### src/rtl/core/brre_pkg.sv
// ----------------------------------------------------------------------------
// brre_pkg
// Shared types and constants of the binarize row run extractor.
// ----------------------------------------------------------------------------
`default_nettype none

package brre_pkg;

  localparam int unsigned MaxRuns   = 16;
  localparam int unsigned LabelBits = 11;
  localparam int unsigned CountBits = $clog2(MaxRuns);

  localparam int unsigned PixW   = 8;
  localparam int unsigned LabelW = 11;
  localparam int unsigned TotalW = 4;
  localparam int unsigned AddrW  = 5;

  localparam int unsigned FifoDepth = 4;
  localparam int unsigned PtrW      = $clog2(FifoDepth);

  localparam logic [PixW-1:0] ResetThreshold   = 8'd0;
  localparam logic [PixW-1:0] ResetWindowLeft  = 8'd0;
  localparam logic [PixW-1:0] ResetWindowRight = 8'd187;
  localparam logic [PixW-1:0] ResetNearRow     = 8'd119;
  localparam logic [PixW-1:0] ResetFarRow      = 8'd0;

  typedef enum logic [2:0] {
    CfgThreshold   = 3'd0,
    CfgWindowLeft  = 3'd1,
    CfgWindowRight = 3'd2,
    CfgNearRow     = 3'd3,
    CfgFarRow      = 3'd4
  } cfg_idx_e;

  typedef enum logic {
    KindRun     = 1'b0,
    KindSummary = 1'b1
  } kind_e;

  typedef struct packed {
    logic              kind;
    logic [PixW-1:0]   row;
    logic [PixW-1:0]   left;
    logic [PixW-1:0]   right;
    logic [LabelW-1:0] label;
    logic [TotalW-1:0] total;
    logic              last;
  } result_t;

endpackage

`default_nettype wire

### src/rtl/core/binarize_row_run_extract.sv
// ----------------------------------------------------------------------------
// binarize_row_run_extract
// Binarizes a raster pixel stream and reports horizontal white runs and
// per-row run counts.
// ----------------------------------------------------------------------------
// Pixels enter on the input channel (in_valid_i / in_ready_o) one per item.
// Each pixel updates the run tracking registers at the edge where it is
// accepted and its results, at most a run record and a row summary, are
// written into a four-entry result queue in the same edge. Results leave on
// the output channel (out_valid_o / out_ready_i) one per cycle while
// out_ready_i is high; a pixel's first result is visible once it is written
// and the results queued ahead of it have left. A pixel is accepted in every
// cycle while the queue has room for two results; a pixel that causes two
// results fills two queue entries, so a sustained stream of one pixel per
// cycle is kept unless row ends come faster than the queue drains. When the
// receiver stalls the queue fills and in_ready_o drops once fewer than two
// entries are free. Reset empties the queue, clears the run state and label
// counter and loads the register defaults. Registers are written through the
// APB port at byte address 4*i and read back there.
// ----------------------------------------------------------------------------
`default_nettype none

module binarize_row_run_extract (
  input  wire logic                      clk_i,
  input  wire logic                      rst_ni,
  input  wire logic                      psel,
  input  wire logic                      penable,
  input  wire logic                      pwrite,
  input  wire logic [brre_pkg::AddrW-1:0] paddr,
  input  wire logic [31:0]               pwdata,
  output logic      [31:0]               prdata,
  output logic                           pready,
  input  wire logic                      in_valid_i,
  output logic                           in_ready_o,
  input  wire logic [7:0]                gray_value_i,
  input  wire logic [7:0]                column_i,
  input  wire logic [7:0]                row_i,
  input  wire logic                      frame_start_i,
  input  wire logic                      row_end_i,
  output logic                           out_valid_o,
  input  wire logic                      out_ready_i,
  output logic                           kind_o,
  output logic [7:0]                     out_row_o,
  output logic [7:0]                     run_left_o,
  output logic [7:0]                     run_right_o,
  output logic [10:0]                    run_label_o,
  output logic [3:0]                     run_total_o,
  output logic                           last_o
);
  import brre_pkg::*;

  localparam logic [LabelBits-1:0] LabelMax = {LabelBits{1'b1}};

  logic [PixW-1:0] threshold_q, window_left_q, window_right_q, near_row_q, far_row_q;

  logic                 in_run_q, in_run_d;
  logic [PixW-1:0]      start_q, start_d;
  logic [CountBits-1:0] count_q, count_d;
  logic                 full_q, full_d;
  logic [LabelBits-1:0] label_q, label_d;

  result_t            fifo_q [FifoDepth];
  logic [PtrW-1:0]    wr_q, rd_q;
  logic [PtrW:0]      fill_q, fill_d;

  logic cfg_wr, in_acc, out_acc;

  assign pready  = 1'b1;
  assign cfg_wr  = psel && penable && pwrite;
  assign in_acc  = in_valid_i && in_ready_o;
  assign out_acc = out_valid_o && out_ready_i;

  always_ff @(posedge clk_i or negedge rst_ni) begin
    if (!rst_ni) begin
      threshold_q    <= ResetThreshold;
      window_left_q  <= ResetWindowLeft;
      window_right_q <= ResetWindowRight;
      near_row_q     <= ResetNearRow;
      far_row_q      <= ResetFarRow;
    end else if (cfg_wr) begin
      case (cfg_idx_e'(paddr[4:2]))
        CfgThreshold:   threshold_q    <= pwdata[PixW-1:0];
        CfgWindowLeft:  window_left_q  <= pwdata[PixW-1:0];
        CfgWindowRight: window_right_q <= pwdata[PixW-1:0];
        CfgNearRow:     near_row_q     <= pwdata[PixW-1:0];
        CfgFarRow:      far_row_q      <= pwdata[PixW-1:0];
        default: ;
      endcase
    end
  end

  always_comb begin
    case (cfg_idx_e'(paddr[4:2]))
      CfgThreshold:   prdata = {24'd0, threshold_q};
      CfgWindowLeft:  prdata = {24'd0, window_left_q};
      CfgWindowRight: prdata = {24'd0, window_right_q};
      CfgNearRow:     prdata = {24'd0, near_row_q};
      CfgFarRow:      prdata = {24'd0, far_row_q};
      default:        prdata = 32'd0;
    endcase
  end

  logic                 in_run_e, full_e, row_ok, col_ok, hit;
  logic [CountBits-1:0] count_e, count_mid;
  logic [LabelBits-1:0] label_e;
  logic                 close_a, close_b, start_new, in_run_mid, full_mid, rec, summary;
  logic [PixW-1:0]      right_a, run_right;
  logic [TotalW-1:0]    total;
  result_t              rec_res, sum_res, res_a, res_b;
  logic [1:0]           push_n;

  always_comb begin
    // A frame start drops any open run before the pixel is handled.
    in_run_e = in_run_q && !frame_start_i;
    full_e   = full_q && !frame_start_i;
    count_e  = frame_start_i ? '0 : count_q;
    label_e  = frame_start_i ? '0 : label_q;

    row_ok = (row_i >= far_row_q) && (row_i <= near_row_q);
    col_ok = (column_i >= window_left_q) && (column_i <= window_right_q);
    hit    = row_ok && col_ok && (gray_value_i > threshold_q);

    close_a = in_run_e && !hit;
    right_a = (column_i > start_q) ? column_i - 8'd1 : start_q;

    start_new  = hit && !in_run_e && !full_e;
    in_run_mid = (in_run_e && hit) || start_new;
    start_d    = start_new ? column_i : start_q;
    close_b    = in_run_mid && ((column_i == window_right_q) || row_end_i);

    rec       = close_a || close_b;
    run_right = close_a ? right_a : column_i;
    label_d   = label_e + LabelBits'(rec && (label_e < LabelMax));
    count_mid = count_e + CountBits'(rec);
    full_mid  = full_e || (rec && (32'(count_mid) >= MaxRuns - 1));

    if (32'(count_mid) > 32'd15) begin
      total = 4'd15;
    end else begin
      total = TotalW'(count_mid);
    end

    summary = row_end_i && row_ok;

    in_run_d = !row_end_i && in_run_mid && !close_b;
    count_d  = row_end_i ? '0 : count_mid;
    full_d   = !row_end_i && full_mid;

    rec_res.kind  = KindRun;
    rec_res.row   = row_i;
    rec_res.left  = start_d;
    rec_res.right = run_right;
    rec_res.label = LabelW'(label_d);
    rec_res.total = '0;
    rec_res.last  = !summary;

    sum_res.kind  = KindSummary;
    sum_res.row   = row_i;
    sum_res.left  = '0;
    sum_res.right = '0;
    sum_res.label = '0;
    sum_res.total = total;
    sum_res.last  = 1'b1;

    res_a  = rec ? rec_res : sum_res;
    res_b  = sum_res;
    push_n = in_acc ? (2'(rec) + 2'(summary)) : 2'd0;
    fill_d = fill_q + (PtrW+1)'(push_n) - (PtrW+1)'(out_acc);
  end

  always_ff @(posedge clk_i or negedge rst_ni) begin
    if (!rst_ni) begin
      in_run_q <= 1'b0;
      start_q  <= '0;
      count_q  <= '0;
      full_q   <= 1'b0;
      label_q  <= '0;
    end else if (in_acc) begin
      in_run_q <= in_run_d;
      start_q  <= start_d;
      count_q  <= count_d;
      full_q   <= full_d;
      label_q  <= label_d;
    end
  end

  always_ff @(posedge clk_i or negedge rst_ni) begin
    if (!rst_ni) begin
      wr_q   <= '0;
      rd_q   <= '0;
      fill_q <= '0;
    end else begin
      wr_q   <= wr_q + PtrW'(push_n);
      rd_q   <= rd_q + PtrW'(out_acc);
      fill_q <= fill_d;
    end
  end

  always_ff @(posedge clk_i) begin
    if (push_n != 2'd0) begin
      fifo_q[wr_q] <= res_a;
    end
    if (push_n == 2'd2) begin
      fifo_q[wr_q + PtrW'(1)] <= res_b;
    end
  end

  assign in_ready_o  = (fill_q <= (PtrW+1)'(FifoDepth - 2));
  assign out_valid_o = (fill_q != '0);
  assign kind_o      = fifo_q[rd_q].kind;
  assign out_row_o   = fifo_q[rd_q].row;
  assign run_left_o  = fifo_q[rd_q].left;
  assign run_right_o = fifo_q[rd_q].right;
  assign run_label_o = fifo_q[rd_q].label;
  assign run_total_o = fifo_q[rd_q].total;
  assign last_o      = fifo_q[rd_q].last;

  a_fill_bound: assert property (@(posedge clk_i) disable iff (!rst_ni)
    fill_q <= (PtrW+1)'(FifoDepth))
    else $error("result queue overflow");

  a_full_no_run: assert property (@(posedge clk_i) disable iff (!rst_ni)
    full_q |-> !in_run_q)
    else $error("run open while row is full");

  a_row_end_clears: assert property (@(posedge clk_i) disable iff (!rst_ni)
    (in_acc && row_end_i) |=> (!in_run_q && (count_q == '0) && !full_q))
    else $error("row state not cleared at row end");

  a_label_monotonic: assert property (@(posedge clk_i) disable iff (!rst_ni)
    (in_acc && !frame_start_i) |=> (label_q >= $past(label_q)))
    else $error("label counter went down without frame start");

  a_count_bound: assert property (@(posedge clk_i) disable iff (!rst_ni)
    32'(count_q) <= MaxRuns - 1)
    else $error("row run count beyond limit");

endmodule

`default_nettype wire
### config.mk
export PLATFORM = sky130hd
export DESIGN_NAME = binarize_row_run_extract
export DESIGN_NICKNAME = d
export VERILOG_FILES = /design/src/rtl/core/brre_pkg.sv /design/src/rtl/core/binarize_row_run_extract.sv
export SDC_FILE = /design/constraint.sdc
export NUM_CORES = 1
export LEC_CHECK = 0
export BUFFER_PORTS_ARGS = -buffer_cell sky130_fd_sc_hd__buf_2
export CORE_ASPECT_RATIO = 1.5
export CORE_MARGIN = 2
export CORE_UTILIZATION = 30
export CTS_CLUSTER_SIZE = 20
export DETAILED_ROUTE_END_ITERATION = 10
export SLEW_MARGIN = 20
export SYNTH_ARGS = -nofsm -noshare
export SYNTH_HDL_FRONTEND = slang
export SYNTH_SLANG_ARGS = --single-unit
### constraint.sdc
create_clock -name clk_i -period 6.79 [get_ports clk_i]
set_input_delay 1.6975 -clock clk_i [delete_from_list [all_inputs] [get_ports clk_i]]
set_output_delay 1.6975 -clock clk_i [all_outputs]
set_load 0.01 [all_outputs]
======== After elaboration in Yosys (flattened, before gate mapping) ========
Memories as Yosys holds them, arrays and structs flattened.
Cells that the tools add are included.
storage, ports and cells
  bits in writable memories ............... 164
  latch bits .............................. 0
  flip-flop bits (word level) ............. 72
  output and inout port bits .............. 76
  memory bits (read-only) ................. 0
  memories ................................ 1
cells by class
  bitwise operators ....................... 0
  $mul .................................... 0
  shifts and indexed selects .............. 0
  eq/ne operators ......................... 6
  order comparisons ....................... 9
  reduce and logical (&&, ||, !) cells .... 40
  add/subtract/negate cells ............... 9
  divide/modulo/power cells ............... 0
  muxes and demuxes ....................... 13
memories
  memory  words  bits a word  rd ports  clocked after memory_dff  wr ports  RTL line                        text
  fifo_q  4      41           1         0                         2         binarize_row_run_extract.sv:62  result_t fifo_q [FifoDepth];
operators by type and width
  operator                                                                          number
  41-bit two-way mux                                                                1
  8-bit case mux with 5 select lines                                                1
  8-bit two-way mux                                                                 3
  1-bit logical AND                                                                 21
  8-bit >= comparator                                                               2
  8-bit greater-than comparator                                                     2
  8-bit less-or-equal comparator                                                    2
  11-bit by 1-bit adder with 11-bit output                                          1
  11-bit < comparator, second input constant                                        1
  11-bit two-way mux                                                                1
  2-bit AND reduction                                                               5
  8-bit == test                                                                     1
  4-bit two-way mux                                                                 2
  8-bit by 1-bit subtractor with 8-bit output, second input constant                1
  1-bit zero test                                                                   7
  3-bit by 2-bit == test with 1-bit output, second input constant                   2
  4-bit by 1-bit adder with 4-bit output                                            1
  4-bit >= comparator, second input constant                                        1
  1-bit logical OR                                                                  4
  1-bit two-way mux                                                                 4
  3-bit by 2-bit adder with 3-bit output                                            1
  3-bit by 1-bit == test with 1-bit output, second input constant                   1
  3-bit == test, second input constant                                              1
  3-bit by 2-bit less-or-equal comparator with 1-bit output, second input constant  1
  10 further kinds                                                                  10

======== Longest topological paths before layout ========
Gate-level depths: netlist of the first run.
  word-level depth ........................ 14
  gate-level depth with buffers ........... 22
  depth with buffers taken out ............ 19

======== Worst setup path before layout of the first run ========
OpenSTA, ideal clock, no wires.
  kind .................................... input -> register
  from .................................... input row_i[5]
  to ...................................... memory fifo_q[3][33] (netlist bit), data pin
  setup slack ............................. 1336 ps
  library setup time ...................... 255 ps
  data required time ...................... 6535 ps
  data arrival time ....................... 5199 ps
  cell stages on the path ................. 15
  cell sequence ........................... ha_1 a211oi_2 nor2_1 and4bb_1 o22ai_1 buf_6 o41ai_4 nand2_2 ha_1 nor2_1 nor2_1 and3_1 nor2_1 inv_1 and2_1
RTL lines
  what             RTL line                        text
  start, declared  binarize_row_run_extract.sv:37  input wire logic [7:0] row_i,
  end, declared    binarize_row_run_extract.sv:62

==> out/qor.csv, run 1 <==
metric,value,unit
status,"complete, no violations",
Comb pwr share,34.0,%
Post-synth EDFFs,48,
R2R depth,16,
Worst IR Drop VDD,200,µV
FILL cells,4009,
Syn Inst Count,1181,
I/O Buffers,94,
largest net degree at the start of global routing,65,
total grt overflow,0,
CTS max path bufs,3,
Area contributors post-synth,"dfxtp_1 19%, dfrtp_1 12%, edfxtp_1 12%",
R2R Path End,fifo_q[3][13],
setup bufs post-CTS,0,
Critical Path RT,7.24,ns
dpl cells,1744,
initial antenna violation count,0,
WHS,0.448,ns
Die X,168,µm
"Seq/Total Area, Yosys",46.3,%
pin slew with the least headroom to its limit,1.05,ns
max-cap viol count,0,
Worst Path Max Fanout,11,
flop-to-flop setup slack,1.84,ns
Clk pwr share,25.3,%
Die Area,0.0418,mm²
"Area growth, synth to finish",14.3,%
Num CTS Buffers,23,
core footprint,0.0394,mm²
Tmin final,5.89,ns
initial core utilization,30.5,%
Flop pwr share,40.7,%
Async SR Flop Fraction,30.5,%
Final ANT Viol Nets,0,
Worst-path clk slew,0.06,ns
Final Max Slew Viols,0,
routability cong.,0.882,
max incr delay on CP,0.77,ns
Pint,3.20,mW
FP Rows,89,
Post-Route WL,33200,µm
critical setup path kind,in -> reg,
Avg WL per Cell,18.6,µm
DRC errors left,0,
critical path launch point type,input pin,
Sw Ratio,35.1,%
GRT Total Usage,15.6,%
fin util,34.9,%
routed vias/inst,5.20,
CTS Sinks,236,
FF-to-FF Start,near_row_q[5],
Max H-tree Level,1,
data arrival time of the worst path,6.34,ns
HP Start,fifo_q[1][25],
register area,0.00558,mm²
Worst slew margin,29.1,%
io pins,146,
Fin. Hold Viols,0,
clk root buf,clkbuf_16,
post_cts resized,0,
hold path depth,2,
DPL Wire Length,24300,µm
Leakage,5.63,nW
"FF+latch count, synth",236,
post-route design area,0.0138,mm²
drt initial violations,670,
Synth area leader,dfxtp_1,
Worst Hold End,fifo_q[1][25],
global-route wire length before repair,51600,µm
yosys warns,0,
DR pass1 iterations,5,
vias in the first global route,9215,
latest clock arrival within the worst-skew pair,0.53,ns
worst min path class,reg -> reg,
Critical Path End Type,register,
worst clock skew,0.0253,ns
"Cell Chain, Critical Path",buf_2 > inv_1 > ha_1 > nand2b_1 > a2111oi_0 > o31ai_1 > o211ai_1 > o41ai_4 > nand2_2 > ha_1 > nor2_1 > nor2_1 > nand3_1 > a21oi_2 > buf_4 > a22o_1,
final layout net count,1401,
cell at the slowest stage of the critical path,o41ai_4,
multi-input logic area,0.00586,mm²
dpl cell area,0.0130,mm²
die height,249,µm
RSZ-0062 raised after global routing,false,
layout cells sized above 1,19.4,%
cell area power density,358,mW/mm²
Syn Area/Cell,10.2,µm²
final setup fails,0,
sw power,1.73,mW
hold buffer count at CTS,0,
Peak Freq,170,MHz
Post-Syn Area,0.0120,mm²
unique cell type count in the Yosys netlist,71,
Layout Cells excl Fill,1786,
CTS tree,built,
share of the synthesized area in the top cell type,19.3,%
Final period util,86.8,%
total number of vias,9284,
Final TNS setup,0,ns
Post-synth top flop,dfxtp_1,
layer usage:
metal  part of all wire (%)  track usage, %  wire, µm  vias to the layer above
li1                       -               -         -                     4406
met1                     39            17.8     13000                     4548
met2                     53            29.4     17700                      265
met3                    4.3            1.72      1410                       65
met4                    3.1            5.99      1030                        0
met5                      0               0         0                        -
worst max-delay path by stage:
| stage | cells past startpoint | end | slack (ns) | from |
|---|---|---|---|---|
| 2_1_floorplan | 15 | fifo_q[3][33] | 1.34 | row_i[5] |
| 3_3_place_gp | 16 | fifo_q[3][15] | 0.53 | column_i[0] |
| 3_5_place_dp | 16 | fifo_q[3][13] | 0.45 | column_i[0] |
| 4_1_cts | 16 | fifo_q[3][13] | 0.93 | column_i[0] |
| 5_1_grt | 16 | fifo_q[3][21] | 0.61 | column_i[0] |
| 6_report | 16 | fifo_q[3][13] | 0.90 | column_i[0] |
cell usage after synthesis (12+ instances only):
| master | instances |
|---|---|
| a21oi_1 | 21 |
| a22o_1 | 37 |
| a22oi_1 | 16 |
| a31oi_1 | 12 |
| and2_1 | 31 |
| and3_1 | 13 |
| buf_4 | 27 |
| clkbuf_1 | 53 |
| dfrtp_1 | 60 |
| dfstp_2 | 12 |
| dfxtp_1 | 116 |
| edfxtp_1 | 48 |
| ha_1 | 61 |
| inv_1 | 60 |
| mux2_2 | 16 |
| mux2i_1 | 16 |
| mux4_2 | 41 |
| nand2_1 | 147 |
| nand2b_1 | 15 |
| nand3_1 | 29 |
| nor2_1 | 51 |
| nor2b_1 | 14 |
| o21ai_0 | 140 |
| o22ai_1 | 15 |
critical path, delay by kind of cell:
family	cells	cell delay (ns)
compound gates	6	2.12
simple gates	5	1.26
fa+ha+maj	2	0.78
buf+inv	3	0.47
logic make-up after synthesis:
| group | after synthesis | share of synthesized area [%] |
|---|---|---|
| buffers and inverters | 151 | 5.75 |
| other | 2 | 0.0624 |
| DFF | 236 | 46.3 |
| xor gates and xnor gates | 17 | 1.24 |
| adders and majority gates | 62 | 6.51 |
| muxes | 73 | 10.5 |
| and+or+nand+nor | 339 | 13.4 |
| AOI/OAI and AO/OA | 301 | 16.2 |
layout by cell type (no fill, tap or decap), types with 21 or more instances in the layout:
master     instances
conb_1            25
nand2_1          147
inv_1             60
ha_1              61
edfxtp_1          48
o21ai_0          140
a21oi_1           21
buf_4             37
and2_1            31
a22o_1            37
dfrtp_1           58
clkbuf_16         23
buf_2             93
nand3_1           29
dfxtp_1          116
nor2_1            47
mux4_2            41
flip-flops by register name, indices dropped and copies added, names as in the netlist, 4 cells and up:
name            count
window_right_q      8
fifo_q            164
window_left_q       8
near_row_q          8
start_q             8
far_row_q           8
label_q            11
count_q             4
threshold_q         8
power by group through the flow:
stage	clock network (mW)	logic [mW]	registers (mW)
finish	1.25	1.68	2.01
global placement	0	1.64	2.02
floorplan	0	1.23	1.92
detailed placement	0	1.68	2.04
global route	1.32	1.85	2.05
CTS	1.27	1.69	2.01
final cells by class:
class / instances / share of cell area [%]
clock inverter: 13 / 0.864
tap: 500 / 4.55
antenna: 1 / 0.0182
timing repair buffer: 130 / 5.40
multi-input combinational: 817 / 42.6
sequential: 236 / 40.6
inverter: 61 / 1.66
clock buffer: 28 / 4.32
metrics by stage:
| step | worst slack [ns] | power, mW |
|---|---|---|
| 2_1_floorplan | 1.34 | 3.14 |
| 3_3_place_gp | 0.528 | 3.66 |
| 3_5_place_dp | 0.446 | 3.72 |
| 4_1_cts | 0.935 | 4.97 |
| 5_1_grt | 0.609 | 5.22 |
| 6_report | 0.897 | 4.93 |
Power figures use the tool's default switching activity.
==> run 2: changes to the inputs <==
--- a/config.mk
+++ b/config.mk
@@ -7,10 +7,11 @@
 export LEC_CHECK = 0
 export BUFFER_PORTS_ARGS = -buffer_cell sky130_fd_sc_hd__buf_2
 export CORE_ASPECT_RATIO = 1.5
-export CORE_MARGIN = 2
+export CORE_MARGIN = 10
 export CORE_UTILIZATION = 30
 export CTS_CLUSTER_SIZE = 20
 export DETAILED_ROUTE_END_ITERATION = 10
+export SETUP_SLACK_MARGIN = 0.2
 export SLEW_MARGIN = 20
 export SYNTH_ARGS = -nofsm -noshare
 export SYNTH_HDL_FRONTEND = slang
==> constraint.sdc (replaced) <==
create_clock -name clk_i -period 6.04 [get_ports clk_i]
set_input_delay 1.51 -clock clk_i [delete_from_list [all_inputs] [get_ports clk_i]]
set_output_delay 1.51 -clock clk_i [all_outputs]
set_load 0.01 [all_outputs]
==> run 2 against run 1 <==
Utilization grew 0.10 points; flip-flop and latch count is the same; first-iteration DRC count grew 7.6%; via count shrank 0.42%; final area grew 0.57%; sequential share of layout area shrank 0.23 points; largest cell class unchanged; critical path type unchanged; global-route usage shrank 1.7 points; count of clock-buffer cells in the layout grew 3; register-to-register slack lost 0.33 ns; largest power group unchanged.
==> out/qor.csv, run 2 (synthesis gave the netlist of run 1 again) <==
metric,value,unit,change
status,"complete, no violations",,unchanged
drt initial violations,721,,was 670
post_cts resized,0,,unchanged
routability cong.,0.875,,was 0.882
Final TNS setup,0,ns,unchanged
multi-input logic area,0.00586,mm²,unchanged
latest clock arrival within the worst-skew pair,0.53,ns,about the same
layout cells sized above 1,19.8,%,was 19.4%
"most common cell after layout, fill and taps aside",nand2_1,,unchanged
max-cap viol count,0,,unchanged
RSZ-0062 raised after global routing,false,,unchanged
"commonest cells after routing, fill and taps aside","147 x nand2_1, 140 x o21ai_0, 116 x dfxtp_1",,unchanged
Largest register FFs,164,,unchanged
cell area power density,401,mW/mm²,was 358 mW/mm²
post-route design area,0.0138,mm²,about the same
Worst Path Max Fanout,11,,unchanged
critical path launch point type,input pin,,unchanged
Fin. Hold Viols,0,,unchanged
Pint,3.57,mW,was 3.20 mW
initial antenna violation count,3,,was 0
worst min path class,reg -> reg,,unchanged
Die Area,0.0487,mm²,was 0.0418 mm²
initial core utilization,30.5,%,about the same
"Area growth, synth to finish",14.9,%,was 14.3%
Post-Route WL,34400,µm,"was 33,200 µm"
sw power,1.99,mW,was 1.73 mW
Avg WL per Cell,19.2,µm,was 18.6 µm
Num CTS Buffers,23,,unchanged
DPL Wire Length,25400,µm,"was 24,300 µm"
Critical Path RT,6.50,ns,was 7.24 ns
Worst-path clk slew,0.06,ns,about the same
Top Registers,"fifo_q x164, label_q x11",,unchanged
vias in the first global route,9533,,"was 9,215"
Peak Freq,190,MHz,
io pins,146,,unchanged
Leakage,5.67,nW,was 5.63 nW
die height,265,µm,was 249 µm
register with the most flip-flops,fifo_q,,unchanged
CTS tree,built,,unchanged
Final period util,87.3,%,
dpl cell area,0.0131,mm²,was 0.0130 mm²
Sw Ratio,35.8,%,was 35.1%
GRT Total Usage,13.9,%,was 15.6%
data arrival time of the worst path,5.73,ns,was 6.34 ns
FILL cells,3932,,"was 4,009"
Worst slew margin,37.0,%,was 29.1%
Max H-tree Level,1,,unchanged
clk root buf,clkbuf_16,,unchanged
largest net degree at the start of global routing,69,,was 65
register area,0.00558,mm²,unchanged
total grt overflow,0,,unchanged
setup bufs post-CTS,0,,unchanged
Worst IR Drop VDD,186,µV,was 200 µV
core footprint,0.0395,mm²,was 0.0394 mm²
FP Rows,89,,unchanged
n_diodes,0,,was 1
Final ANT Viol Nets,0,,unchanged
I/O Buffers,94,,unchanged
Layout Cells excl Fill,1791,,"was 1,786"
final setup fails,0,,unchanged
worst clock skew,0.0194,ns,was 0.0253 ns
Final Max Slew Viols,0,,unchanged
total number of vias,9245,,"was 9,284"
CTS max path bufs,3,,unchanged
dpl cells,1750,,"was 1,744"
final layout net count,1407,,"was 1,401"
Die X,184,µm,was 168 µm
global-route wire length before repair,53700,µm,"was 51,600 µm"
Critical Path End Type,register,,unchanged
Clk pwr share,24.7,%,was 25.3%
routed vias/inst,5.16,,was 5.20
DR pass1 iterations,7,,was 5
final worst setup slack,0.768,ns,was 0.897 ns
critical setup path kind,in -> reg,,unchanged
pin slew with the least headroom to its limit,0.944,ns,was 1.05 ns
Comb pwr share,33.7,%,was 34.0%
CTS Sinks,236,,unchanged
DRC errors left,0,,unchanged
Tmin final,5.27,ns,
hold buffer count at CTS,0,,unchanged
Flop pwr share,41.5,%,was 40.7%
Post-Place Setup Slack,0.215,ns,was 0.446 ns
total design power,5.55,mW,was 4.93 mW
run 2: cell count changes in the layout (fill, tap and decap cells not counted):
cell / delta
clkinvlp_4: +1
buf_4: +2
clkbuf_1: +1
clkinv_1: -3
clkbuf_8: +1
diode_2: -1
inv_1: +1
buf_12: +4
bufinv_16: -2
clkbuf_16: +1
clkinv_4: +1
clkinvlp_2: -1
run 2: worst paths after layout:
path / from / slack [ns] / to / depth (start not counted)
setup / recovery: column_i[0] / 0.77 / fifo_q[0][6] / 16
hold / removal: fifo_q[1][7] / 0.45 / fifo_q[1][7] / 2
setup reg to reg: near_row_q[5] / 1.51 / fifo_q[0][6] / 15
hold reg to reg: fifo_q[1][7] / 0.45 / fifo_q[1][7] / 2
max in group asynchronous: rst_ni / 4.15 / far_row_q[7] / 2
min in group asynchronous: rst_ni / 0.78 / fill_q[2] / 1
run 2: through the flow:
step	utilization [%]	hold WS (ns)
final	35.0	0.448
after global routing	35.0	0.476
after CTS	35.0	0.453
after detailed placement	33.2	0.438
after global placement	33.2	0.428
after floorplan	-	0.420
run 2: per-layer routing:
| metal | GRT usage [%] | vias up | share of wire (%) |
|---|---|---|---|
| li1 | - | 4426 | - |
| met1 | 15.6 | 4487 | 39 |
| met2 | 25.3 | 248 | 53 |
| met3 | 2.03 | 78 | 4.4 |
| met4 | 6.09 | 6 | 3.8 |
| met5 | 0 | - | 0.093 |
run 2: power groups by stage:
stage | Combinational, mW | Sequential (mW) | Clock, mW
after floorplan | 1.38 | 2.16 | 0
after global placement | 1.84 | 2.32 | 0
after detailed placement | 1.89 | 2.34 | 0
after CTS | 1.90 | 2.31 | 1.41
after global routing | 2.08 | 2.36 | 1.47
final | 1.87 | 2.31 | 1.37
run 2: worst max-delay path, cell delays in order:
cell and delay (ns):
buf_2 0.14, inv_1 0.11, ha_1 0.28, nand2b_1 0.09, a2111oi_0 0.10, o31ai_1 0.39, o211ai_1 0.33, buf_4 0.25
o41ai_4 0.26, nand2_2 0.23, ha_1 0.47, nor2_1 0.08, nor2_1 0.26, nand2_1 0.38, a21oi_2 0.62, a22o_1 0.23
run 2: layout make-up:
cell class                 instances  area share (%)
clock buffer                      31            4.60
clock inverter                    10           0.452
inverter                          61            1.65
multi-input combinational        817            42.4
sequential                       236            40.3
tap                              500            4.52
timing repair buffer             136            6.06
